## src/hdl/srs_pkg.sv

```systemverilog
// Shared types and constants for the shaping run segmenter.
package srs_pkg;

	// Token opcodes carried on the input side band.
	typedef enum logic {
		OP_LEVEL = 1'b0,
		OP_CLOSE = 1'b1
	} opcode_t;

	// Result kinds carried on the output side band.
	typedef enum logic [1:0] {
		KIND_BOUNDARY = 2'd0,
		KIND_SENTINEL = 2'd1,
		KIND_ERROR    = 2'd2
	} kind_t;

	// Error codes reported with an error result.
	typedef enum logic [1:0] {
		ERR_MIXED_PARITY = 2'd0,
		ERR_LEVEL_RANGE  = 2'd1,
		ERR_FACE_SOURCE  = 2'd2
	} err_code_t;

	// Configuration register indexes.
	typedef enum logic [1:0] {
		CFG_PARAGRAPH_LEVEL = 2'd0,
		CFG_INVALID_FACE    = 2'd1,
		CFG_UNKNOWN_SCRIPT  = 2'd2,
		CFG_MISSING_SOURCE  = 2'd3
	} cfg_index_t;

	localparam logic [6:0] MAX_LEVEL          = 7'd126;
	localparam logic [2:0] MISSING_SOURCE_RST = 3'd3;

	// Result queue depth and pointer widths.
	localparam int QDEPTH   = 4;
	localparam int QPTR_W   = $clog2(QDEPTH);
	localparam int QCOUNT_W = $clog2(QDEPTH + 1);

	// One result item as held in the result queue.
	typedef struct packed {
		kind_t       kind;
		logic [31:0] cluster_pos;
		logic [31:0] face;
		logic [15:0] script;
		logic        right_to_left;
		logic [2:0]  source;
		logic [6:0]  level;
		err_code_t   error_code;
		logic        last;
	} result_t;

endpackage

```

## src/hdl/shaping_run_segmenter.sv

```systemverilog
// Top level of the shaping run segmenter: token register, run logic and result queue.
//
// Usage: level tokens (tuser = 0) carry the active bidi levels of the cluster being
// built; close tokens (tuser = 1) carry script, face and fallback source, and tlast
// on a close token ends the paragraph. Each close token whose key differs from the
// previous run gives a run boundary (tuser = 0); the paragraph end adds a closing
// sentinel (tuser = 1). Errors (tuser = 2) are reported once and the rest of the
// paragraph is dropped. tlast on the output marks the last result of one token.
// Throughput: one token per cycle while the four-entry result queue has two entries
// free, which sets the token rate; a token that gives two results writes both into
// the queue together. A token passes through the token register and then the
// result queue before its first result appears.
// When the receiver stalls, the queue fills and s_axis_tready drops; nothing is lost.
// Reset clears the paragraph state, the queue and the configuration registers
// (missing source code resets to 3). Configuration is written through cfg_we,
// cfg_index and cfg_data while the block is idle; writing the paragraph level also
// loads the inherited level while no cluster of the paragraph has closed.
module shaping_run_segmenter
	import srs_pkg::*;
(
	input  logic        clk,
	input  logic        arst_n,
	// Configuration write port.
	input  logic        cfg_we,
	input  logic [1:0]  cfg_index,
	input  logic [31:0] cfg_data,
	// Token input.
	input  logic        s_axis_tvalid,
	output logic        s_axis_tready,
	// tdata, low bit up: level[6:0], script[22:7], face_id[54:23],
	// fb_source[57:55], zero fill[63:58].
	input  logic [63:0] s_axis_tdata,
	// tuser: opcode.
	input  logic        s_axis_tuser,
	// tlast: end_of_paragraph.
	input  logic        s_axis_tlast,
	// Result output.
	output logic        m_axis_tvalid,
	input  logic        m_axis_tready,
	// tdata, low bit up: cluster_pos[31:0], out_face[63:32], out_script[79:64],
	// right_to_left[80], out_source[83:81], run_level[90:84], error_code[92:91],
	// zero fill[95:93].
	output logic [95:0] m_axis_tdata,
	// tuser: kind.
	output logic [1:0]  m_axis_tuser,
	// tlast: last.
	output logic        m_axis_tlast
);

	// Configuration registers.
	logic        para_level_q;
	logic [31:0] inv_face_q;
	logic [15:0] unk_script_q;
	logic [2:0]  miss_src_q;

	// Token register.
	logic        valid_s1;
	opcode_t     op_s1;
	logic [6:0]  level_s1;
	logic [15:0] script_s1;
	logic [31:0] face_s1;
	logic [2:0]  source_s1;
	logic        eop_s1;

	// Paragraph state.
	logic [31:0] clusters_q;
	logic [6:0]  inherited_q;
	logic [6:0]  pending_level_q;
	logic        pending_has_q;
	logic [31:0] prior_face_q;
	logic [15:0] prior_script_q;
	logic [2:0]  prior_source_q;
	logic [6:0]  prior_level_q;
	logic        have_prior_q;
	logic        aborted_q;

	// Result queue.
	result_t              queue_q [QDEPTH];
	logic [QPTR_W-1:0]    wr_ptr_q;
	logic [QPTR_W-1:0]    rd_ptr_q;
	logic [QCOUNT_W-1:0]  count_q;

	// Per-token decisions.
	logic        proc;
	logic        pop;
	logic [1:0]  push_n;
	result_t     item0;
	result_t     item1;
	logic        mismatch;
	logic        boundary;
	logic        err_level;
	logic        err_parity;
	logic [6:0]  clevel;
	logic [31:0] clusters_inc;
	logic        new_para;

	// The token is processed once two queue entries are free.
	assign proc          = valid_s1 && (count_q <= QCOUNT_W'(QDEPTH - 2));
	assign s_axis_tready = !valid_s1 || proc;
	assign pop           = m_axis_tvalid && m_axis_tready;

	// Configuration writes.
	always_ff @(posedge clk or negedge arst_n) begin
		if (!arst_n) begin
			para_level_q <= 1'b0;
			inv_face_q   <= '0;
			unk_script_q <= '0;
			miss_src_q   <= MISSING_SOURCE_RST;
		end else if (cfg_we) begin
			case (cfg_index_t'(cfg_index))
				CFG_PARAGRAPH_LEVEL: para_level_q <= cfg_data[0];
				CFG_INVALID_FACE:    inv_face_q   <= cfg_data;
				CFG_UNKNOWN_SCRIPT:  unk_script_q <= cfg_data[15:0];
				CFG_MISSING_SOURCE:  miss_src_q   <= cfg_data[2:0];
				default:             para_level_q <= para_level_q;
			endcase
		end
	end

	// Token register valid bit.
	always_ff @(posedge clk or negedge arst_n) begin
		if (!arst_n) begin
			valid_s1 <= 1'b0;
		end else if (s_axis_tready) begin
			valid_s1 <= s_axis_tvalid;
		end
	end

	// Token register payload.
	always_ff @(posedge clk) begin
		if (s_axis_tvalid && s_axis_tready) begin
			op_s1     <= opcode_t'(s_axis_tuser);
			level_s1  <= s_axis_tdata[6:0];
			script_s1 <= s_axis_tdata[22:7];
			face_s1   <= s_axis_tdata[54:23];
			source_s1 <= s_axis_tdata[57:55];
			eop_s1    <= s_axis_tlast;
		end
	end

	// Checks and the cluster level of a close token.
	assign err_level    = (level_s1 > MAX_LEVEL);
	assign err_parity   = pending_has_q && (pending_level_q[0] != level_s1[0]);
	assign mismatch     = (source_s1 > miss_src_q) ||
		((source_s1 == miss_src_q) != (face_s1 == inv_face_q));
	assign clevel       = pending_has_q ? pending_level_q : inherited_q;
	assign clusters_inc = clusters_q + 32'd1;
	assign boundary     = !have_prior_q || (face_s1 != prior_face_q) ||
		(script_s1 != prior_script_q) || (source_s1 != prior_source_q) ||
		(clevel != prior_level_q);
	assign new_para     = (op_s1 == OP_CLOSE) && eop_s1;

	// Build up to two results for the token in the register.
	always_comb begin
		result_t err_item;
		result_t bnd_item;
		result_t snt_item;

		err_item = '0;
		err_item.kind          = KIND_ERROR;
		err_item.cluster_pos   = clusters_q;
		err_item.last          = 1'b1;

		bnd_item = '0;
		bnd_item.kind          = KIND_BOUNDARY;
		bnd_item.cluster_pos   = clusters_q;
		bnd_item.face          = face_s1;
		bnd_item.script        = script_s1;
		bnd_item.right_to_left = clevel[0];
		bnd_item.source        = source_s1;
		bnd_item.level         = clevel;
		bnd_item.error_code    = ERR_MIXED_PARITY;
		bnd_item.last          = !eop_s1;

		// The sentinel level equals the level of the last run, which is this cluster's.
		snt_item = '0;
		snt_item.kind          = KIND_SENTINEL;
		snt_item.cluster_pos   = clusters_inc;
		snt_item.face          = inv_face_q;
		snt_item.script        = unk_script_q;
		snt_item.right_to_left = clevel[0];
		snt_item.source        = miss_src_q;
		snt_item.level         = clevel;
		snt_item.error_code    = ERR_MIXED_PARITY;
		snt_item.last          = 1'b1;

		push_n = 2'd0;
		item0  = err_item;
		item1  = snt_item;
		if (aborted_q) begin
			push_n = 2'd0;
		end else if (op_s1 == OP_LEVEL) begin
			if (err_level) begin
				push_n = 2'd1;
				item0.error_code = ERR_LEVEL_RANGE;
			end else if (err_parity) begin
				push_n = 2'd1;
				item0.error_code = ERR_MIXED_PARITY;
			end
		end else if (mismatch) begin
			push_n = 2'd1;
			item0.error_code = ERR_FACE_SOURCE;
		end else if (boundary) begin
			item0  = bnd_item;
			push_n = eop_s1 ? 2'd2 : 2'd1;
		end else if (eop_s1) begin
			item0  = snt_item;
			push_n = 2'd1;
		end
	end

	// Paragraph state update.
	always_ff @(posedge clk or negedge arst_n) begin
		if (!arst_n) begin
			clusters_q      <= '0;
			inherited_q     <= '0;
			pending_level_q <= '0;
			pending_has_q   <= 1'b0;
			prior_face_q    <= '0;
			prior_script_q  <= '0;
			prior_source_q  <= '0;
			prior_level_q   <= '0;
			have_prior_q    <= 1'b0;
			aborted_q       <= 1'b0;
		end else if (proc) begin
			if (new_para) begin
				clusters_q      <= '0;
				inherited_q     <= {6'd0, para_level_q};
				pending_level_q <= '0;
				pending_has_q   <= 1'b0;
				prior_face_q    <= '0;
				prior_script_q  <= '0;
				prior_source_q  <= '0;
				prior_level_q   <= '0;
				have_prior_q    <= 1'b0;
				aborted_q       <= 1'b0;
			end else if (!aborted_q) begin
				if (op_s1 == OP_LEVEL) begin
					if (err_level || err_parity) begin
						aborted_q <= 1'b1;
					end else if (!pending_has_q) begin
						pending_level_q <= level_s1;
						pending_has_q   <= 1'b1;
					end
				end else if (mismatch) begin
					aborted_q <= 1'b1;
				end else begin
					inherited_q     <= clevel;
					pending_level_q <= '0;
					pending_has_q   <= 1'b0;
					prior_face_q    <= face_s1;
					prior_script_q  <= script_s1;
					prior_source_q  <= source_s1;
					prior_level_q   <= clevel;
					have_prior_q    <= 1'b1;
					clusters_q      <= clusters_inc;
				end
			end
		end else if (cfg_we && (cfg_index_t'(cfg_index) == CFG_PARAGRAPH_LEVEL) &&
				(clusters_q == '0)) begin
			inherited_q <= {6'd0, cfg_data[0]};
		end
	end

	// Result queue pointers and fill count.
	always_ff @(posedge clk or negedge arst_n) begin
		if (!arst_n) begin
			wr_ptr_q <= '0;
			rd_ptr_q <= '0;
			count_q  <= '0;
		end else begin
			if (proc) begin
				wr_ptr_q <= wr_ptr_q + QPTR_W'(push_n);
			end
			if (pop) begin
				rd_ptr_q <= rd_ptr_q + QPTR_W'(1);
			end
			count_q <= count_q + (proc ? QCOUNT_W'(push_n) : '0) - (pop ? QCOUNT_W'(1) : '0);
		end
	end

	// Result queue storage.
	always_ff @(posedge clk) begin
		if (proc && (push_n != 2'd0)) begin
			queue_q[wr_ptr_q] <= item0;
		end
		if (proc && (push_n == 2'd2)) begin
			queue_q[wr_ptr_q + QPTR_W'(1)] <= item1;
		end
	end

	// Output side from the queue head.
	assign m_axis_tvalid = (count_q != '0);
	assign m_axis_tuser  = queue_q[rd_ptr_q].kind;
	assign m_axis_tlast  = queue_q[rd_ptr_q].last;
	assign m_axis_tdata  = {3'd0, queue_q[rd_ptr_q].error_code, queue_q[rd_ptr_q].level,
		queue_q[rd_ptr_q].source, queue_q[rd_ptr_q].right_to_left,
		queue_q[rd_ptr_q].script, queue_q[rd_ptr_q].face,
		queue_q[rd_ptr_q].cluster_pos};

	// The queue never holds more than its depth.
	assert property (@(posedge clk) disable iff (!arst_n)
		count_q <= QCOUNT_W'(QDEPTH))
		else $error("result queue overfilled");

	// Once aborted, tokens of the paragraph give no result.
	assert property (@(posedge clk) disable iff (!arst_n)
		proc && aborted_q |-> push_n == 2'd0)
		else $error("result produced after an error");

	// An error that does not end the paragraph leaves the block aborted.
	assert property (@(posedge clk) disable iff (!arst_n)
		proc && (push_n != 2'd0) && (item0.kind == KIND_ERROR) && !new_para |=> aborted_q)
		else $error("error did not abort the paragraph");

	// Two results come only from a close token that ends the paragraph.
	assert property (@(posedge clk) disable iff (!arst_n)
		proc && (push_n == 2'd2) |-> new_para && (item1.kind == KIND_SENTINEL))
		else $error("second result without paragraph end");

endmodule
```

## config.mk

```make
export PLATFORM = sky130hd
export DESIGN_NAME = shaping_run_segmenter
export DESIGN_NICKNAME = d
export VERILOG_FILES = /design/src/hdl/srs_pkg.sv /design/src/hdl/shaping_run_segmenter.sv
export SDC_FILE = /design/constraint.sdc
export NUM_CORES = 1
export LEC_CHECK = 0
export BUFFER_PORTS_ARGS = -buffer_cell sky130_fd_sc_hd__buf_2
export CORE_MARGIN = 5
export CORE_UTILIZATION = 62
export DETAILED_ROUTE_END_ITERATION = 6
export PLACE_DENSITY = 0.83
export SETUP_SLACK_MARGIN = 0.15
export SYNTH_ARGS = -nofsm -noshare
export SYNTH_HDL_FRONTEND = slang
export SYNTH_SLANG_ARGS = --single-unit
```

## constraint.sdc

```tcl
create_clock -name clk -period 13.2 [get_ports clk]
set_input_delay 0.66 -clock clk [delete_from_list [all_inputs] [get_ports clk]]
set_output_delay 0.66 -clock clk [all_outputs]
set_load 0.05 [all_outputs]
```

# Word level (Yosys, flattened, before mapping)
# Memory sizes are Yosys's and may differ from the RTL's.
# Index checks and enable logic that the tools add are counted.
op_classes:
  order_cmp: 3
  n_reduce_logical: 33
  n_mux: 68
  eq_ne: 20
  add_sub_neg: 6
op_table:
  columns: ["operator", "count"]
  rows:
  - ["2-to-1 mux 96 bit", 3]
  - ["2-to-1 mux 32 bit", 8]
  - ["2-to-1 mux 93 bit", 2]
  - ["2-to-1 mux 7 bit", 14]
  - ["2-to-1 mux 16 bit", 4]
  - ["adder 32 x 1 -> 32 bit, second input constant", 1]
  - ["equality test 32 bit", 1]
  - ["logical NOT 32 bit", 1]
  - ["inequality test 32 bit", 1]
  - ["2-to-1 mux 1 bit", 25]
  - ["2-to-1 mux 2 bit", 8]
  - ["inequality test 16 bit", 1]
  - ["inequality test 3 x 2 -> 1 bit, second input constant", 5]
  - ["2-to-1 mux 3 bit", 4]
  - ["AND reduction 4 bit", 3]
  - ["logical AND 1 bit", 9]
  - ["AND reduction 2 bit", 4]
  - ["> comparator 7 bit, second input constant", 1]
  - ["logical OR 1 bit", 7]
  - ["inequality test 7 bit", 1]
  - ["equality test 2 bit, second input constant", 3]
  - ["nonzero test 2 bit", 3]
  - ["AND reduction 5 bit", 1]
  - ["adder 2 x 1 -> 2 bit, second input constant", 2]
  - ["14 further kinds", 18]
word_totals:
  reg_bits: 227
  wordCells: 155
  memories: 1
  inputBits: 105
  mem_bits_rw: 384
  out_inout_bits: 101
memory_table:
  columns: ["memory", "depth", "width", "rd", "rd_clocked_by_memory_dff", "wr", "line_no", "source"]
  rows:
  - ["queue_q", 4, 96, 1, 0, 2, "shaping_run_segmenter.sv:78", "result_t queue_q [QDEPTH];"]

# Longest topological paths before layout
logic_depth:
  ltp_word: 13
  depth_mapped: 18
  ltp_nobuf: 16

# Worst setup path before layout
# No wires, ideal clock.
synth_timing:
  path_type: "flip-flop to flip-flop"
  from: "register pending_has_q"
  to: "memory queue_q[1][10] in the netlist's numbering, enable pin"
  t_arrival_ps: 5466
  setup_slack_ps: 7289
  required_time_ps: 12755
  period_less_slack_ps: 5911
  path_stages_with_launch: 15
  setup_ps: 445
  n_path_buf: 1
  path_cell_list: "dfrtp_1 > mux2i_1 > xnor2_1 > nor4_1 > nand4_1 > nor3_2 > ha_1 > nand2b_1 > a211o_1 > a22o_1 > o221a_2 > buf_2 > nor3_1 > nor2_1 > inv_1"
synth_rtl:
  columns: ["element", "line_no", "source"]
  rows:
  - ["start, declared", "shaping_run_segmenter.sv:69", "logic pending_has_q;"]
  - ["start signal, assigned", "shaping_run_segmenter.sv:218", "pending_has_q <= 1'b0;"]
  - ["start signal, assigned", "shaping_run_segmenter.sv:230", "pending_has_q <= 1'b0;"]
  - ["start signal, assigned", "shaping_run_segmenter.sv:243", "pending_has_q <= 1'b1;"]
  - ["end, declared", "shaping_run_segmenter.sv:78", null]

==> out/qor.yml <==
outcome:
  status: "complete, but fails checks"
  violations: "design-rule violations"
timing:
  slew-limit-headroom: 0.0419
  fin_hold_ws_ns: 0.196
  tightest_slew_ns: 1.44
  drv_slew: 0
  timing.final.crit_share: 0.585
  setup_viol: 0
  rsz0062_at_grt: "no"
  min_period_ns: 7.72
  clock.fmax_mhz: 130
  fin_ws_ns: 5.48
  fin_skew_ns: 0.0201
  totalNegativeSetupSlack_ns: 0
  hold_viol_final: 0
critical_path:
  cp_max_fo: 64
  cp_data_required_time_ns: 13.45
  cp.arrival_ns: 7.97
  end_kind: "flop"
  critical_path_class: "flop to flop"
  cp-start-kind: "flop"
final_layout:
  fin_area_um2: 32600
  seq_area_um2: 17200
  final_nets: 2398
  n_antenna_cell: 0
  layoutNonFillerInstCount: 2939
  post-route-util: 0.697
  nFillCells: 3069
  multi_input_area_um2: 11100
  mostFrequentLayoutCells: "420 x edfxtp_1, 196 x a32o_1, 195 x buf_2, 163 x dfrtp_1, 149 x nand2_1"
  drive_above_1_share: 0.229
  layout_commonest_cell: "edfxtp_1"
  syn2layout_area_growth_pct: 10.9
clocking:
  h-tree-depth: 2
  clock_sinks: 607
  cts_buffers: 60
  cts_root_buf: "clkbuf_16"
  tritoncts: "built"
  cts_buffer_depth: 3
  clk_latency_ns: 0.64
  clk_pin_slew_ns: 0.06
  ctsResizeCount: 0
route:
  antenna_left: 0
  drc: 4
  firstDrtPassIters: 7
  drtIter0Drc: 3267
  via_per_inst: 7.31
  drt-total-wl_um: 84600
  post_drt_wl_per_cell_um: 28.8
  via_count: 21500
pwr:
  power_density_nw_per_um2: 223
  vdd.ir_drop.worst_uv: 180
  totalPowerFinal_mw: 7.27
  leakagePower_nw: 11.6
hold_path:
  hold_class: "input pin to flop"
synth:
  seq_area_frac_synth: 0.585
  synth_seq_cells: 607
  synth_cell_types: 80
  synth_edf_count: 420
  synth_warnings: 0
  netlist_area_um2: 29400
  syn_inst: 2203
  syn_area_per_cell_um2: 13.3
  async_reset_ff_frac: 0.275
  ys.flop_type: "edfxtp_1"
global_route:
  grt_use_total: 0.322
  antenna_found_initial: 0
  grt_first_pass_wirelength_um: 127000
  grt_max_degree: 131
  overflow: 0
  grt_pass1_vias: 21600
floorplanning:
  io_pins: 206
  fp.dieArea_um2: 51800
  std_cell_rows: 79
  die_w_um: 228
  initial_core_util: 0.628
  die_y_um: 228
  core_um2: 46800
job:
  cap_violations: 0
placed_design:
  gp_congestion: 0.905
  placed_cell_area_um2: 30400
  dp_slack_ns: 5.67
  numPortBuffers: 196
  dp_cells: 2824
  dpl.hpwl_um: 50000
kinds of logic after synthesis:
kind of cell	count (synthesis)	synth area share
buffers and inverters	250	0.0394
DFF	607	0.585
other	1	0.000128
muxes	163	0.0998
xor gates and xnor gates	91	0.0271
and+or+nand+nor	435	0.0735
AOI/OAI and AO/OA	643	0.169
adders and majority gates	13	0.00579
repair_timing:
| action | in CTS | in global routing |
|---|---|---|
| buffers inserted | 0 | 0 |
| hold endpoints to repair | 46 | 0 |
| hold buffers | 1 | 0 |
synthesized netlist by cell type, types with 5 or more instances:
| master | n | share of area |
|---|---|---|
| clkbuf_1 | 89 | 0.011 |
| nor4_1 | 24 | 0.0051 |
| xor2_1 | 38 | 0.011 |
| or3_1 | 7 | 0.0015 |
| a211oi_1 | 12 | 0.0031 |
| o31ai_1 | 5 | 0.0013 |
| buf_6 | 7 | 0.0027 |
| nand4_1 | 31 | 0.0066 |
| a2bb2oi_1 | 5 | 0.0015 |
| and2_1 | 5 | 0.0011 |
| a21boi_0 | 10 | 0.0026 |
| nor3_1 | 11 | 0.0019 |
| dfxtp_1 | 20 | 0.014 |
| nand3_1 | 41 | 0.0070 |
| nand2b_1 | 37 | 0.0079 |
| dfrtp_1 | 165 | 0.14 |
| o22ai_1 | 10 | 0.0021 |
| and3_1 | 10 | 0.0021 |
| o21ai_0 | 123 | 0.021 |
| a22o_1 | 77 | 0.023 |
| o2bb2ai_1 | 18 | 0.0054 |
| nand2_1 | 149 | 0.019 |
| edfxtp_1 | 420 | 0.43 |
| a21oi_1 | 108 | 0.018 |
| o22a_1 | 5 | 0.0015 |
| o2111ai_1 | 5 | 0.0015 |
| mux2_2 | 59 | 0.023 |
| buf_1 | 16 | 0.0020 |
| buf_4 | 14 | 0.0036 |
| o21ai_1 | 13 | 0.0022 |
| ha_1 | 12 | 0.0051 |
| a32o_1 | 196 | 0.067 |
| inv_1 | 32 | 0.0041 |
| xnor2_1 | 53 | 0.016 |
| nor2_1 | 89 | 0.011 |
| buf_2 | 91 | 0.016 |
| a21o_1 | 28 | 0.0072 |
| mux4_2 | 95 | 0.073 |
path summary, 6_finish.rpt:
kind                       slack [ns]             start           endpoint  cells past startpoint
setup reg to reg                 5.48     pending_has_q     queue_q[1][59]                     15
max in group asynchronous       10.65            arst_n  prior_script_q[1]                      4
hold reg to reg                  0.46    queue_q[1][95]     queue_q[1][95]                      1
setup / recovery                 5.48     pending_has_q     queue_q[1][59]                     15
hold / removal                   0.20  s_axis_tdata[34]        face_s1[11]                      1
min in group asynchronous        0.54            arst_n   prior_face_q[23]                      2
worst max-delay path, cell delays in order (launching register included):
cell      delay (ns)
dfrtp_1         0.78
mux2i_1         0.64
xnor2_1         0.14
nor4_1          0.74
nand4_1         0.21
nor3_2          0.53
ha_1            0.33
nand2b_1        0.17
a211o_1         0.32
a22o_1          0.24
o221a_2         0.41
nor3_1          0.64
nor2_1          0.46
buf_4           0.35
inv_4           0.38
buf_4           0.90
area by class of cell:
class | instances | area share
Clock buffer | 83 | 0.0531
Clock inverter | 31 | 0.0124
Inverter | 32 | 0.00422
Multi-Input combinational cell | 1348 | 0.341
Sequential cell | 607 | 0.528
Tap cell | 607 | 0.0233
Timing Repair Buffer | 231 | 0.0384
power by group:
part	internal, mW	switching [mW]	total, mW
combinational	0.796	1.88	2.68
sequential	2.42	0.333	2.75
clock	1.09	0.753	1.84
total	4.31	2.97	7.27
registers in the layout (all words and copies together), names as in the netlist, 16 cells and up:
| register | flops |
|---|---|
| inv_face_q | 32 |
| queue_q | 380 |
| script_s1 | 16 |
| prior_script_q | 16 |
| unk_script_q | 16 |
| prior_face_q | 32 |
| clusters_q | 32 |
| face_s1 | 32 |
metal layers:
metal	track usage	part of all wire	vias to the layer above
li1	-	-	8860
met1	0.420	0.34	10600
met2	0.536	0.49	1743
met3	0.0583	0.12	324
met4	0.147	0.048	0
met5	0	0	-
Note: power is estimated with default switching activity, not from simulation.
